[config.mk]
export PLATFORM = sky130hd
export DESIGN_NAME = usb_dfu_download_state_machine_flat
export DESIGN_NICKNAME = d
export VERILOG_FILES = /design/src/rtl/core/udfu_pkg.sv /design/src/rtl/core/udfu_if.sv /design/src/rtl/core/udfu_step.sv /design/src/rtl/core/usb_dfu_download_state_machine.sv /design/src/flat_wrapper.sv
export SDC_FILE = /design/constraint.sdc
export NUM_CORES = 1
export LEC_CHECK = 0
export BUFFER_PORTS_ARGS = -buffer_cell sky130_fd_sc_hd__buf_2
export CORE_UTILIZATION = 49
export DETAILED_ROUTE_END_ITERATION = 16
export GPL_TIMING_DRIVEN = 0
export MAX_ROUTING_LAYER = met4
export PLACE_DENSITY = 0.74
export REMOVE_ABC_BUFFERS = 1
export SETUP_SLACK_MARGIN = 0.4
export SLEW_MARGIN = 20
export SYNTH_ARGS = -nofsm -noshare
export SYNTH_HDL_FRONTEND = slang
export SYNTH_SLANG_ARGS = --single-unit
export TNS_END_PERCENT = 10
[constraint.sdc]
create_clock -name clk_i -period 3.7 [get_ports clk_i]
set_clock_uncertainty 0.2 [all_clocks]
set_input_delay 0 -clock clk_i [delete_from_list [all_inputs] [get_ports clk_i]]
set_output_delay 0 -clock clk_i [all_outputs]
set_load 0.02 [all_outputs]
[src/rtl/core/udfu_pkg.sv]
package udfu_pkg;

  // Largest block the device buffers.
  localparam int unsigned TRANSFER_SIZE = 1024;
  localparam logic [16:0] XferLimit     = 17'(TRANSFER_SIZE);

  // Request kinds.
  localparam logic [1:0] OP_DNLOAD    = 2'd0;
  localparam logic [1:0] OP_GETSTATUS = 2'd1;
  localparam logic [1:0] OP_CLRSTATUS = 2'd2;
  localparam logic [1:0] OP_ABORT     = 2'd3;

  // Protocol state codes.
  localparam logic [2:0] ST_IDLE     = 3'd0;
  localparam logic [2:0] ST_DN_SYNC  = 3'd1;
  localparam logic [2:0] ST_DN_BUSY  = 3'd2;
  localparam logic [2:0] ST_DN_IDLE  = 3'd3;
  localparam logic [2:0] ST_MAN_SYNC = 3'd4;
  localparam logic [2:0] ST_MAN      = 3'd5;
  localparam logic [2:0] ST_ERROR    = 3'd6;

  // Protocol status codes.
  localparam logic [1:0] SC_OK      = 2'd0;
  localparam logic [1:0] SC_ADDRESS = 2'd1;
  localparam logic [1:0] SC_STALLED = 2'd2;
  localparam logic [1:0] SC_UNKNOWN = 2'd3;

  localparam logic [23:0] POLL_TIMEOUT_RESET = 24'd1;

  typedef struct packed {
    logic [1:0]  op;
    logic [15:0] block_length;
    logic [15:0] packet_offset;
    logic [6:0]  packet_length;
    logic        flash_busy;
  } req_t;

  typedef struct packed {
    logic        accepted;
    logic [1:0]  status_code;
    logic [2:0]  state_code;
    logic [23:0] reported_timeout;
  } rsp_t;

  // Protocol context carried from one request to the next.
  typedef struct packed {
    logic [2:0] state;
    logic [1:0] status;
  } ctx_t;

endpackage

[src/rtl/core/udfu_if.sv]
interface udfu_req_if;
  logic        valid;
  logic        ready;
  logic [1:0]  op;
  logic [15:0] block_length;
  logic [15:0] packet_offset;
  logic [6:0]  packet_length;
  logic        flash_busy;

  modport source (output valid, op, block_length, packet_offset, packet_length, flash_busy,
                  input ready);
  modport sink   (input valid, op, block_length, packet_offset, packet_length, flash_busy,
                  output ready);
endinterface

interface udfu_rsp_if;
  logic        valid;
  logic        ready;
  logic        accepted;
  logic [1:0]  status_code;
  logic [2:0]  state_code;
  logic [23:0] reported_timeout;

  modport source (output valid, accepted, status_code, state_code, reported_timeout,
                  input ready);
  modport sink   (input valid, accepted, status_code, state_code, reported_timeout,
                  output ready);
endinterface

interface udfu_cfg_if;
  logic        valid;
  logic        ready;
  logic [23:0] data;

  modport source (output valid, data, input ready);
  modport sink   (input valid, data, output ready);
endinterface

[src/rtl/core/udfu_step.sv]
module udfu_step (
  input  udfu_pkg::ctx_t  ctx_i,
  input  udfu_pkg::req_t  req_i,
  input  logic [23:0]     poll_timeout_i,
  output udfu_pkg::ctx_t  ctx_o,
  output udfu_pkg::rsp_t  rsp_o
);

  logic [16:0] pkt_end;
  logic        ok;
  logic [23:0] tmo;

  // The packet end is one bit wider than the operands so it cannot wrap.
  assign pkt_end = {1'b0, req_i.packet_offset} + {10'd0, req_i.packet_length};

  always_comb begin
    ctx_o = ctx_i;
    ok    = 1'b1;
    tmo   = '0;
    unique case (req_i.op)
      udfu_pkg::OP_DNLOAD: begin
        if (pkt_end > udfu_pkg::XferLimit || pkt_end > {1'b0, req_i.block_length}) begin
          ctx_o = '{state: udfu_pkg::ST_ERROR, status: udfu_pkg::SC_ADDRESS};
          ok    = 1'b0;
        end else if (pkt_end == {1'b0, req_i.block_length}) begin
          if (ctx_i.state != udfu_pkg::ST_IDLE && ctx_i.state != udfu_pkg::ST_DN_IDLE) begin
            ctx_o = '{state: udfu_pkg::ST_ERROR, status: udfu_pkg::SC_STALLED};
            ok    = 1'b0;
          end else if (req_i.flash_busy) begin
            ctx_o = '{state: udfu_pkg::ST_ERROR, status: udfu_pkg::SC_UNKNOWN};
            ok    = 1'b0;
          end else if (req_i.block_length == '0) begin
            ctx_o = '{state: udfu_pkg::ST_MAN_SYNC, status: udfu_pkg::SC_OK};
          end else begin
            ctx_o = '{state: udfu_pkg::ST_DN_SYNC, status: udfu_pkg::SC_OK};
          end
        end
      end
      udfu_pkg::OP_GETSTATUS: begin
        tmo = poll_timeout_i;
        unique case (ctx_i.state) inside
          udfu_pkg::ST_DN_SYNC, udfu_pkg::ST_DN_BUSY: begin
            ctx_o.state = req_i.flash_busy ? udfu_pkg::ST_DN_BUSY : udfu_pkg::ST_DN_IDLE;
          end
          udfu_pkg::ST_MAN_SYNC: ctx_o.state = udfu_pkg::ST_MAN;
          udfu_pkg::ST_MAN:      ctx_o.state = udfu_pkg::ST_IDLE;
          default: ;
        endcase
      end
      udfu_pkg::OP_CLRSTATUS: begin
        if (ctx_i.state == udfu_pkg::ST_ERROR) begin
          ctx_o = '{state: udfu_pkg::ST_IDLE, status: udfu_pkg::SC_OK};
        end else begin
          ctx_o = '{state: udfu_pkg::ST_ERROR, status: udfu_pkg::SC_STALLED};
          ok    = 1'b0;
        end
      end
      default: begin
        ctx_o = '{state: udfu_pkg::ST_IDLE, status: udfu_pkg::SC_OK};
      end
    endcase
  end

  assign rsp_o = '{accepted:         ok,
                   status_code:      ctx_o.status,
                   state_code:       ctx_o.state,
                   reported_timeout: tmo};

endmodule

[src/rtl/core/usb_dfu_download_state_machine.sv]
// Channel   Modport  Contents
// req_i     sink     op, block_length, packet_offset, packet_length, flash_busy
// rsp_o     source   accepted, status_code, state_code, reported_timeout
// cfg_i     sink     poll timeout write data, always ready
//
// A request passes through the input register and then the result register.
// Its result is presented once the evaluation stage has fired, and can be
// transferred out when rsp_o.ready is high.
// A new request is taken every cycle while rsp_o does not stall, since the
// evaluation stage updates the state in one pass.
// Reset clears the protocol state to idle with status ok and the poll timeout to 1.
// A stall on rsp_o holds the result; the input register keeps accepting until it is full.
module usb_dfu_download_state_machine (
  input  logic           clk_i,
  input  logic           rst_ni,
  udfu_req_if.sink       req_i,
  udfu_rsp_if.source     rsp_o,
  udfu_cfg_if.sink       cfg_i
);

  // Input register stage.
  logic            req_valid_q, req_valid_d;
  udfu_pkg::req_t  req_q;

  // Result register stage.
  logic            rsp_valid_q, rsp_valid_d;
  udfu_pkg::rsp_t  rsp_q, rsp_d;

  // Protocol context and the poll timeout register.
  udfu_pkg::ctx_t  ctx_q, ctx_d;
  logic [23:0]     poll_timeout_q;

  logic            rsp_free;
  logic            eval_fire;
  logic            req_fire;

  // The result register can take a new value when it is empty or being drained.
  assign rsp_free    = !rsp_valid_q || rsp_o.ready;
  assign eval_fire   = req_valid_q && rsp_free;
  assign req_i.ready = !req_valid_q || rsp_free;
  assign req_fire    = req_i.valid && req_i.ready;
  assign cfg_i.ready = 1'b1;

  always_comb begin
    req_valid_d = req_valid_q;
    if (req_fire) begin
      req_valid_d = 1'b1;
    end else if (eval_fire) begin
      req_valid_d = 1'b0;
    end
    rsp_valid_d = rsp_valid_q;
    if (eval_fire) begin
      rsp_valid_d = 1'b1;
    end else if (rsp_o.ready) begin
      rsp_valid_d = 1'b0;
    end
  end

  // The whole request is evaluated against the current context in one pass.
  udfu_step u_step (
    .ctx_i          (ctx_q),
    .req_i          (req_q),
    .poll_timeout_i (poll_timeout_q),
    .ctx_o          (ctx_d),
    .rsp_o          (rsp_d)
  );

  always_ff @(posedge clk_i or negedge rst_ni) begin
    if (!rst_ni) begin
      req_valid_q    <= 1'b0;
      rsp_valid_q    <= 1'b0;
      ctx_q          <= '{state: udfu_pkg::ST_IDLE, status: udfu_pkg::SC_OK};
      poll_timeout_q <= udfu_pkg::POLL_TIMEOUT_RESET;
    end else begin
      req_valid_q <= req_valid_d;
      rsp_valid_q <= rsp_valid_d;
      if (eval_fire) begin
        ctx_q <= ctx_d;
      end
      if (cfg_i.valid && cfg_i.ready) begin
        poll_timeout_q <= cfg_i.data;
      end
    end
  end

  // Payload registers carry no reset.
  always_ff @(posedge clk_i) begin
    if (req_fire) begin
      req_q <= '{op:            req_i.op,
                 block_length:  req_i.block_length,
                 packet_offset: req_i.packet_offset,
                 packet_length: req_i.packet_length,
                 flash_busy:    req_i.flash_busy};
    end
    if (eval_fire) begin
      rsp_q <= rsp_d;
    end
  end

  assign rsp_o.valid            = rsp_valid_q;
  assign rsp_o.accepted         = rsp_q.accepted;
  assign rsp_o.status_code      = rsp_q.status_code;
  assign rsp_o.state_code       = rsp_q.state_code;
  assign rsp_o.reported_timeout = rsp_q.reported_timeout;

  // The reported state and status match the context left behind by the request.
  a_ctx_matches_rsp: assert property (@(posedge clk_i) disable iff (!rst_ni)
    eval_fire |=> (ctx_q.state == rsp_q.state_code && ctx_q.status == rsp_q.status_code))
    else $error("context differs from the reported result");

  // Every stalled request leaves the machine in the error state.
  a_stall_is_error: assert property (@(posedge clk_i) disable iff (!rst_ni)
    (rsp_valid_q && !rsp_q.accepted) |-> (rsp_q.state_code == udfu_pkg::ST_ERROR))
    else $error("stalled request outside the error state");

  // A status other than ok is only held in the error state.
  a_status_needs_error: assert property (@(posedge clk_i) disable iff (!rst_ni)
    (ctx_q.status != udfu_pkg::SC_OK) |-> (ctx_q.state == udfu_pkg::ST_ERROR))
    else $error("error status outside the error state");

  // A nonzero timeout comes only from a status reply, which is never stalled.
  a_timeout_accepted: assert property (@(posedge clk_i) disable iff (!rst_ni)
    (rsp_valid_q && rsp_q.reported_timeout != '0) |-> rsp_q.accepted)
    else $error("timeout reported on a stalled request");

endmodule
[src/flat_wrapper.sv]
// flat-port wrapper written by rule: the top's interface ports become plain ports
module usb_dfu_download_state_machine_flat 
  (clk_i, rst_ni, req_i_valid, req_i_op, req_i_block_length, req_i_packet_offset, req_i_packet_length, req_i_flash_busy, req_i_ready, rsp_o_valid, rsp_o_accepted, rsp_o_status_code, rsp_o_state_code, rsp_o_reported_timeout, rsp_o_ready, cfg_i_valid, cfg_i_data, cfg_i_ready);
  udfu_req_if req_i_i ();
  udfu_rsp_if rsp_o_i ();
  udfu_cfg_if cfg_i_i ();
  input  logic clk_i;
  input  logic rst_ni;
  input wire logic [$bits(req_i_i.valid)-1:0] req_i_valid;
  input wire logic [$bits(req_i_i.op)-1:0] req_i_op;
  input wire logic [$bits(req_i_i.block_length)-1:0] req_i_block_length;
  input wire logic [$bits(req_i_i.packet_offset)-1:0] req_i_packet_offset;
  input wire logic [$bits(req_i_i.packet_length)-1:0] req_i_packet_length;
  input wire logic [$bits(req_i_i.flash_busy)-1:0] req_i_flash_busy;
  output wire logic [$bits(req_i_i.ready)-1:0] req_i_ready;
  output wire logic [$bits(rsp_o_i.valid)-1:0] rsp_o_valid;
  output wire logic [$bits(rsp_o_i.accepted)-1:0] rsp_o_accepted;
  output wire logic [$bits(rsp_o_i.status_code)-1:0] rsp_o_status_code;
  output wire logic [$bits(rsp_o_i.state_code)-1:0] rsp_o_state_code;
  output wire logic [$bits(rsp_o_i.reported_timeout)-1:0] rsp_o_reported_timeout;
  input wire logic [$bits(rsp_o_i.ready)-1:0] rsp_o_ready;
  input wire logic [$bits(cfg_i_i.valid)-1:0] cfg_i_valid;
  input wire logic [$bits(cfg_i_i.data)-1:0] cfg_i_data;
  output wire logic [$bits(cfg_i_i.ready)-1:0] cfg_i_ready;
  assign req_i_i.valid = req_i_valid;
  assign req_i_i.op = req_i_op;
  assign req_i_i.block_length = req_i_block_length;
  assign req_i_i.packet_offset = req_i_packet_offset;
  assign req_i_i.packet_length = req_i_packet_length;
  assign req_i_i.flash_busy = req_i_flash_busy;
  assign req_i_ready = req_i_i.ready;
  assign rsp_o_valid = rsp_o_i.valid;
  assign rsp_o_accepted = rsp_o_i.accepted;
  assign rsp_o_status_code = rsp_o_i.status_code;
  assign rsp_o_state_code = rsp_o_i.state_code;
  assign rsp_o_reported_timeout = rsp_o_i.reported_timeout;
  assign rsp_o_i.ready = rsp_o_ready;
  assign cfg_i_i.valid = cfg_i_valid;
  assign cfg_i_i.data = cfg_i_data;
  assign cfg_i_ready = cfg_i_i.ready;
  usb_dfu_download_state_machine u_core (.clk_i(clk_i), .rst_ni(rst_ni), .req_i(req_i_i), .rsp_o(rsp_o_i), .cfg_i(cfg_i_i));
endmodule
==> results of run 1 <==
layout by cell type (no fill, tap or decap), types with 12 or more instances in the layout:
cell type / n
ha_1: 19
dlygate4sd3_1: 70
nand2_1: 22
o21ai_0: 12
buf_4: 18
mux2_2: 25
dfrtp_1: 30
nor2_1: 19
inv_1: 23
edfxtp_1: 72
and2_1: 28
buf_2: 102
logic make-up (layout without fill, tap and decap cells):
group                    Yosys count  count (layout)  share of synthesized area [%]
flip-flops                       103             103                          59.35
AND/OR/NAND/NOR                  117             117                          13.09
XOR/XNOR                          13              13                          2.299
buffers and inverters             37             234                          2.956
AO/OA/AOI/OAI                     62              62                          9.500
adder cells (fa/ha/maj)           24              24                          6.215
other                              1               1                        0.07572
multiplexers                      29              29                          6.518
per-stage QoR:
| step | hold slack, ps | util [%] |
|---|---|---|
| after global routing | 38.11 | 69.88 |
| after detailed placement | -92.79 | 57.58 |
| after global placement | -104.4 | 57.09 |
| after CTS | 6.308 | 69.35 |
| after floorplan | -495.6 | - |
| final | 4.997 | 69.88 |
sequential cells by signal, indices dropped and copies added (netlist names):
register                       flops
u_core.req_q                      42
u_core.req_valid_q                 1
u_core.rsp_o.reported_timeout     24
u_core.ctx_q                       5
u_core.rsp_o.state_code            3
u_core.rsp_o.accepted              1
u_core.rsp_o.valid                 1
u_core.poll_timeout_q             24
u_core.rsp_o.status_code           2
how the worst min path moves through the flow:
stage	startpoint	endpoint	slack, ps	cells past startpoint
finish	rst_ni	u_core.ctx_q[3]	5	2
global route	cfg_i_valid	u_core.poll_timeout_q[17]	40	2
CTS	cfg_i_valid	u_core.poll_timeout_q[17]	6	2
detailed placement	rst_ni	u_core.ctx_q[3]	-90	1
global placement	rst_ni	u_core.ctx_q[3]	-100	1
floorplan	rst_ni	u_core.ctx_q[0]	-500	0
worst register-to-register path, delay by kind of cell, from the launching register on:
family	cells	cell delay, ps
AOI/OAI and AO/OA	6	920
adders and majority gates	3	850
buffers and inverters	3	310
DFF	1	350
and+or+nand+nor	5	970
where the power goes:
| group | leakage, nW | total, mW | internal (mW) | switching [mW] |
|---|---|---|---|---|
| Clock | 0.114 | 0.769 | 0.350 | 0.419 |
| Combinational | 1.70 | 0.594 | 0.280 | 0.314 |
| Sequential | 1.06 | 1.41 | 1.35 | 0.0622 |
| Total | 2.88 | 2.78 | 1.98 | 0.796 |
cell type report:
cell class,count,area [µm²],area share (%)
clock inverter,6,86.33,1.264
timing repair buffer,192,1389,20.33
tap,133,166.4,2.436
inverter,26,98.84,1.447
clock buffer,10,137.6,2.015
sequential,103,2939,43.03
multi-input combinational,246,2013,29.47
layer usage:
layer  routed length, µm  vias to the layer above  global-route usage [%]  part of all wire (%)
met3                 694                       25                   5.424                   6.0
met4                 301                        0                   10.55                   2.6
met1                4709                     1776                   27.70                    41
met2                5848                      134                   39.23                    51
li1                    -                     1797                       -                     -
met5                   0                        -                       -                     0
repair_timing:
item,4_1_cts,5_1_grt
gates resized for setup,23,7
endpoints found under the hold margin,100,0
gates cloned,0,0
buffers inserted,16,2
pin swaps,15,6
setup endpoints to repair,11,11
hold buffers,70,0
==> impl_metrics.env, run 1 <==
export IMPL_status="complete, but fails checks"
export IMPL_failed_checks="negative setup slack"
export IMPL_hold_viol=0
export IMPL_p_leak_nw=2.883
export IMPL_timing_final_crit_share_pct=103.6
export IMPL_hp_class="in -> async"
export IMPL_fin_area_um2=6830
export IMPL_routed_via_density=5.212
export IMPL_wl_per_cell_um=16.14
export IMPL_path_max_fanout=6
export IMPL_areaGrowthSynthToFinish_pct=37.92
export IMPL_synth_area_top_cells="edfxtp_1 44%, dfrtp_1 15%, mux2_2 5.9%"
export IMPL_cp_depth=17
export IMPL_synthMostInstantiatedCell="edfxtp_1"
export IMPL_drc=0
export IMPL_setup_violations_final=10
export IMPL_dp_hpwl_um=7174
export IMPL_ys_flop_type="edfxtp_1"
export IMPL_worstSetupPathType="reg -> reg"
export IMPL_vias=3732
export IMPL_r2r_cells=17
export IMPL_layout_drive_gt1_share_pct=34.99
export IMPL_r2r_end="u_core.rsp_o.status_code[1]"
export IMPL_netlist_area_leader_share_pct=43.66
export IMPL_synth_area_per_cell_um2=12.83
export IMPL_cts_tree="built"
export IMPL_cap_violations=0
export IMPL_r2r_start="u_core.req_q[8]"
export IMPL_dp_slack_ps=-555.4
export IMPL_grt_max_degree=40
export IMPL_crit_start="u_core.req_q[8]"
export IMPL_rows=36
export IMPL_htreeDepth=3
export IMPL_fin_cells=716
export IMPL_worstSkewPairLatency_ps=380
export IMPL_yosysSeqAreaShare_pct=59.35
export IMPL_slowest_stage="or3b_4"
export IMPL_drt_antenna_violating_nets=0
export IMPL_startpoint_type="register"
export IMPL_setup_ws_ps=-134.1
export IMPL_cp_num_buf_inv=3
export IMPL_antenna_found_initial=0
export IMPL_numCtsBuffers=9
export IMPL_syn_inst=386
export IMPL_relSlewSlack_pct=50.20
export IMPL_worstPathArrival_ps=3780
export IMPL_diodes=0
export IMPL_grt_first_pass_wirelength_um=18020
export IMPL_dr_pass1_iters=4
export IMPL_yosys_register_bits=103
export IMPL_numPortBuffers=102
export IMPL_cp_data_required_time_ps=3640
export IMPL_synth_edf_count=72
export IMPL_rsz0062_at_grt="yes"
export IMPL_end_kind="register"
export IMPL_die_area_um2=10510
export IMPL_grt_pass1_vias=3901
export IMPL_worst_path_most_repeated_cell="buf_4"
export IMPL_path_cells="ha_2, inv_2, fa_2, nand2b_4, a21boi_4, buf_4, a21oi_2, or3b_4, ha_4, nand4_1, nor3_2, buf_4, o31ai_1, a311o_1, nand4_4, o31ai_2, o21a_1"
export IMPL_power_density_nw_per_um2=406.6
export IMPL_clk_pin_slew_worst_paths_ps=110
export IMPL_synth_largest_area_cell="edfxtp_1"
export IMPL_post_route_min_period_ps=3834
export IMPL_cts_sinks=103
export IMPL_rrSetupSlack_ps=-130
export IMPL_setup_tns_final_ps=-912.6
export IMPL_drv_slew=0
export IMPL_root_buffer="clkbuf_8"
export IMPL_peakVddDrop_mv=0.2654
export IMPL_ys_types=61
export IMPL_synth_area_um2=4952
export IMPL_finalPower_mw=2.778
export IMPL_placedCellCount=612
export IMPL_fill_cells=676
export IMPL_totalWireLength_um=11550
export IMPL_endpoint="u_core.rsp_o.status_code[1]"
export IMPL_grt_overflow_total=0
export IMPL_drt_iter0_drc=144
export IMPL_synthArstFlopShare_pct=30.10
export IMPL_initial_utilization_pct=50.67
export IMPL_fp_dieH_um=102.5
export IMPL_gp_congestion=0.8587
export IMPL_nets=673
export IMPL_critPathTopFamily="simple AND/OR/NAND/NOR gates"
export IMPL_clk_path_buf_depth=2
export IMPL_io_pins=104
export IMPL_max_freq_mhz=260.8
export IMPL_die_x_um=102.5
export IMPL_yosysWarnings=0
export IMPL_worstMarginPinSlew_ps=747.1
export IMPL_synth_common_cells="72 x edfxtp_1, 31 x and2_1, 30 x dfrtp_1, 26 x mux2_2, 24 x inv_1"
export IMPL_grt_usage_pct=23.73
export IMPL_post_dp_cell_area_um2=5628
export IMPL_core_um2=9774
export IMPL_slowest_delay_ps=400
Power figures use the tool's default switching activity.
==> run 2, diff against run 1 <==
- CORE_ASPECT_RATIO: unset -> 0.5
- CTS_CLUSTER_SIZE: unset -> 8
==> run 2 against run 1 <==
Net effect: the flow still finishes with violations (negative setup slack); sequential share of layout area decreased by 1.0 points; global-route usage up 0.19 points; critical path depth shrank 2; setup slack gained 24 ps; clock power rose by 26%; utilization grew 2.8 points; total power up 8.0%; clock-buffer cell count stayed put; register-to-register slack gained 20 ps; routed wire length down 1.7%; combinational power grew 3.7%; non-clock buffer count fell by 2; highest routed layer unchanged.
==> impl_metrics.env, run 2 (synthesis gave the netlist of run 1 again) <==
export IMPL_die_area_um2=10540
export IMPL_routed_via_density=5.196
export IMPL_cp_data_required_time_ps=3600
export IMPL_dp_hpwl_um=6932
export IMPL_worstMarginPinSlew_ps=734.5
export IMPL_p_leak_nw=2.919
export IMPL_end_kind="register"
export IMPL_switching_share_pct=28.42
export IMPL_r2r_cells=15
export IMPL_fill_cells=642
export IMPL_cts_tree="built"
export IMPL_gp_congestion=0.8641
export IMPL_die_x_um=144.2
export IMPL_initial_utilization_pct=51.40
export IMPL_grt_max_degree=40
export IMPL_fp_dieH_um=73.09
export IMPL_r2r_start="u_core.req_q[1]"
export IMPL_timing_final_crit_share_pct=103.0
export IMPL_antenna_found_initial=0
export IMPL_peakVddDrop_mv=0.2751
export IMPL_largest_reg_flops=42
export IMPL_vias=3720
export IMPL_drt_antenna_violating_nets=0
export IMPL_cap_violations=0
export IMPL_root_buffer="clkbuf_16"
export IMPL_power_frac_clock_pct=32.3
export IMPL_power_density_nw_per_um2=428.6
export IMPL_hold_viol=0
export IMPL_pwr_share_comb_pct=20.5
export IMPL_drt_iter0_drc=145
export IMPL_grt_overflow_total=0
export IMPL_diodes=0
export IMPL_clk_path_buf_depth=2
export IMPL_nets=671
export IMPL_worstPathArrival_ps=3710
export IMPL_grt_pass1_vias=3832
export IMPL_worstSkewPairLatency_ps=360
export IMPL_status="complete, but fails checks"
export IMPL_htreeDepth=3
export IMPL_max_freq_mhz=262.5
export IMPL_intPower_mw=2.147
export IMPL_failed_checks="negative setup slack"
export IMPL_areaGrowthSynthToFinish_pct=41.33
export IMPL_r2r_end="u_core.rsp_o.state_code[1]"
export IMPL_seqPwrFrac_pct=47.1
export IMPL_mostFrequentLayoutCell="buf_2"
export IMPL_whs_ps=32.79
export IMPL_hp_class="in -> async"
export IMPL_numPortBuffers=102
export IMPL_rows=25
export IMPL_layout_common_cells="102 x buf_2, 72 x edfxtp_1, 70 x dlygate4sd3_1, 30 x dfrtp_1, 27 x and2_1"
export IMPL_rsz0062_at_grt="yes"
export IMPL_setup_ws_ps=-109.9
export IMPL_rrSetupSlack_ps=-110
export IMPL_post_route_min_period_ps=3810
export IMPL_regMostFlops="u_core.req_q"
export IMPL_grt_first_pass_wirelength_um=17990
export IMPL_cts_sinks=103
export IMPL_crit_start="u_core.req_q[1]"
export IMPL_relSlewSlack_pct=51.04
export IMPL_core_um2=9634
export IMPL_numCtsBuffers=9
export IMPL_dp_slack_ps=-527.2
export IMPL_dr_pass1_iters=4
export IMPL_drc=0
export IMPL_worstSetupPathType="reg -> reg"
export IMPL_io_pins=104
export IMPL_clk_pin_slew_worst_paths_ps=80
export IMPL_path_max_fanout=6
export IMPL_wl_per_cell_um=15.87
export IMPL_startpoint_type="register"
export IMPL_layout_drive_gt1_share_pct=36.49
export IMPL_grt_usage_pct=23.92
export IMPL_setup_violations_final=9
export IMPL_switchingPower_uw=852.4
export IMPL_drv_slew=0
export IMPL_totalWireLength_um=11360
[run 2: worst max-delay path: stages (launching register included)]
cell       delay, ps
edfxtp_1         380
ha_4             150
inv_2             30
fa_2             370
nor2b_4          170
o2111ai_2        110
and4b_1          240
xnor2_2          250
ha_4             250
a211oi_2         190
o21bai_1         130
a211oi_2         210
a311o_1          250
nand4_4          200
nor3_4           300
a21oi_1          100
[run 2: cell type report]
type	instances	area, µm²	share of cell area, %
multi-input cells	246	2105	30.07
clock inverters	6	67.56	0.9653
clock buffers	10	239.0	3.414
flip-flops and latches	103	2939	41.99
well taps	135	168.9	2.413
inverters	26	98.84	1.412
repair buffers	190	1381	19.74
[run 2: timing repair]
item                       in CTS  in global routing
hold endpoints to repair       99                  0
gates cloned                    0                  0
gates resized for setup        24                 22
setup endpoints to repair      11                 11
hold buffers                   70                  0
setup buffers                  12                  4
pin swaps                      20                 19
[run 2: stage by stage]
step           setup TNS (ps)  area (µm²)  power [mW]  utilization, %  cells
6_report               -340.5        6999       3.000           72.65    716
2_1_floorplan          -66.27        4903       1.747               -    375
5_1_grt                 -2143        6999       3.127           72.65    716
3_5_place_dp            -2989        5630       1.914           58.44    614
3_3_place_gp            -3187        5583       1.891           57.95    612
4_1_cts                -234.5        6842       2.974           71.01    712
[run 2: worst max path at each step]
stage / end / slack, ps / cells past startpoint
2_1_floorplan: u_core.rsp_o.status_code[0] / -70 / 16
3_3_place_gp: u_core.rsp_o.status_code[0] / -550 / 16
3_5_place_dp: u_core.rsp_o.status_code[0] / -530 / 16
4_1_cts: u_core.rsp_o.status_code[0] / -60 / 16
5_1_grt: u_core.rsp_o.state_code[1] / -280 / 15
6_report: u_core.rsp_o.state_code[1] / -110 / 15
[run 2: power groups by stage]
stage / Clock [mW] / Combinational (mW) / Sequential (mW)
finish: 0.970 / 0.616 / 1.41
CTS: 0.993 / 0.570 / 1.41
global route: 1.03 / 0.676 / 1.43
detailed placement: 0 / 0.477 / 1.44
global placement: 0 / 0.457 / 1.43
floorplan: 0 / 0.285 / 1.46
[run 2: metal layers]
layer	vias up	GRT usage [%]	wire length, µm
met5	-	-	0
li1	1794	-	-
met2	109	42.30	5871
met3	21	7.349	699
met1	1796	26.37	4578
met4	0	6.784	213
==> run 3, diff against run 2 <==
- CORE_UTILIZATION: 49 -> 50
- PLACE_DENSITY: 0.74 -> 0.72
- clock period: 3.7 -> 4.57 ns (I/O delays scaled with it)
==> run 3 against run 2 <==
Net effect: the flow now finishes without violations; routed wire length down 10%; register-to-register slack better by 730 ps; maximum frequency down 3.5%; clock-buffer cell count fell by 1; via count shrank 2.9%; first-iteration DRC count rose by 36%; flip-flop and latch count unchanged; combinational power down 28%.
==> impl_metrics.env, run 3 (synthesis gave the netlist of run 1 again) <==
export IMPL_worstSetupPathType="reg -> reg"
export IMPL_drt_iter0_drc=197
export IMPL_grt_usage_pct=21.89
export IMPL_clk_pin_slew_worst_paths_ps=70
export IMPL_nets=656
export IMPL_numCtsBuffers=9
export IMPL_p_leak_nw=2.823
export IMPL_wl_per_cell_um=14.52
export IMPL_hp_class="in -> async"
export IMPL_cp_data_required_time_ps=4450
export IMPL_fp_dieH_um=72.37
export IMPL_initial_utilization_pct=51.91
export IMPL_fin_cells=701
export IMPL_grt_max_degree=40
export IMPL_cts_sinks=103
export IMPL_slowest_delay_ps=410
export IMPL_path_cells="ha_2, inv_1, fa_2, nand2b_1, a21boi_2, a21oi_1, or3b_4, ha_1, nand4_1, nor3_2, and2_4, and2_4, mux2_2, nor3_4, a211oi_1"
export IMPL_cap_violations=0
export IMPL_r2r_cells=15
export IMPL_die_area_um2=10330
export IMPL_routed_via_density=5.153
export IMPL_drt_antenna_violating_nets=0
export IMPL_root_buffer="clkbuf_16"
export IMPL_numPortBuffers=102
export IMPL_cp_num_buf_inv=1
export IMPL_max_freq_mhz=253.4
export IMPL_worst_path_most_repeated_cell="and2_4"
export IMPL_diodes=0
export IMPL_end_kind="register"
export IMPL_core_um2=9540
export IMPL_dr_pass1_iters=5
export IMPL_grt_pass1_vias=3624
export IMPL_cp_depth=15
export IMPL_io_pins=104
export IMPL_placedCellCount=614
export IMPL_grt_overflow_total=0
export IMPL_setup_tns_final_ps=0
export IMPL_power_density_nw_per_um2=358.2
export IMPL_totalWireLength_um=10180
export IMPL_areaGrowthSynthToFinish_pct=35.67
export IMPL_layout_common_cells="102 x buf_2, 72 x edfxtp_1, 70 x dlygate4sd3_1, 30 x dfrtp_1, 28 x and2_1"
export IMPL_cts_tree="built"
export IMPL_layout_drive_gt1_share_pct=30.57
export IMPL_timing_final_crit_share_pct=86.35
export IMPL_regMostFlops="u_core.req_q"
export IMPL_hold_viol=0
export IMPL_clk_path_buf_depth=2
export IMPL_dp_hpwl_um=6906
export IMPL_drc=0
export IMPL_vias=3612
export IMPL_die_x_um=142.7
export IMPL_drv_slew=0
export IMPL_worstMarginPinSlew_ps=721.8
export IMPL_grt_first_pass_wirelength_um=16710
export IMPL_rsz0062_at_grt="no"
export IMPL_setup_violations_final=0
export IMPL_worstSkewPairLatency_ps=350
export IMPL_rows=25
export IMPL_gp_congestion=0.8869
export IMPL_startpoint_type="register"
export IMPL_path_max_fanout=7
export IMPL_mostFrequentLayoutCell="buf_2"
export IMPL_largest_reg_flops=42
export IMPL_htreeDepth=3
export IMPL_peakVddDrop_mv=0.1919
export IMPL_slowest_stage="or3b_4"
export IMPL_status="complete, no violations"
export IMPL_antenna_found_initial=0
export IMPL_critPathTopFamily="simple AND/OR/NAND/NOR gates"
export IMPL_worstPathArrival_ps=3830
export IMPL_relSlewSlack_pct=51.88
export IMPL_post_route_min_period_ps=3946
## run 3: cell count changes in the layout (fill, tap and decap cells not counted), sizes merged
cell    before  now
buf        120  105
bufinv       0    1
clkbuf      10    9
clkinv       2    4
inv         30   28
## run 3: metrics by stage
stage | area (µm²) | hold slack [ps] | total power, mW | setup slack [ps] | util, %
finish | 6719 | 36.88 | 2.407 | 623.6 | 70.43
CTS | 6683 | 46.82 | 2.422 | 443.1 | 70.05
global placement | 5583 | -102.5 | 1.529 | 306.7 | 58.52
detailed placement | 5630 | -103.4 | 1.547 | 218.9 | 59.02
floorplan | 4903 | -495.6 | 1.414 | 803.7 | -
global route | 6719 | 77.47 | 2.517 | 391.0 | 70.43
## run 3: layout make-up
type / count / area, µm²
multi-input combinational: 246 / 1918
tap: 135 / 168.9
clock inverter: 7 / 107.6
inverter: 26 / 98.84
fill: 678 / 2821
timing repair buffer: 175 / 1261
clock buffer: 9 / 225.2
sequential: 103 / 2939
## run 3: power by group
part / switching [mW] / leakage (nW) / total, mW / internal, mW
logic: 0.236 / 1.60 / 0.444 / 0.208
clock network: 0.374 / 0.161 / 0.821 / 0.447
registers: 0.0475 / 1.06 / 1.14 / 1.10
## run 3: repair_timing
item / in CTS / in global routing
gates resized for setup: 5 / 7
setup endpoints to repair: 3 / 11
hold endpoints to repair: 99 / 0
hold buffers: 70 / 0
pin swaps: 1 / 4
buffers inserted: 0 / 1
## run 3: final timing paths
path,slack [ps],end,from
worst min register to register,300,u_core.poll_timeout_q[8],u_core.poll_timeout_q[8]
worst max register to register,620,u_core.rsp_o.status_code[0],u_core.req_q[8]
max in group asynchronous,3670,u_core.poll_timeout_q[4],rst_ni
worst max-delay path,620,u_core.rsp_o.status_code[0],u_core.req_q[8]
worst min-delay path,40,u_core.ctx_q[1],rst_ni
min in group clk_i,50,u_core.poll_timeout_q[22],cfg_i_valid
## run 3: per-layer routing
metal  share of wire (%)  wire length [µm]  vias to the layer above  global-route usage (%)
met3                 4.4               450                       15                   5.479
met1                  44              4453                     1741                   26.39
met4                 1.1               108                        0                   5.854
met2                  51              5169                       93                   37.15
li1                    -                 -                     1763                       -
met5                   0                 0                        -                       -
## run 3: worst register-to-register path, cell delays in order (launching register included)
cell      delay (ps)
edfxtp_1         340
ha_2             200
inv_1             60
fa_2             370
nand2b_1         190
a21boi_2         210
a21oi_1           90
or3b_4           410
ha_1             300
nand4_1          110
nor3_2           150
and2_4           200
and2_4           180
mux2_2           370
nor3_4           210
a211oi_1         110
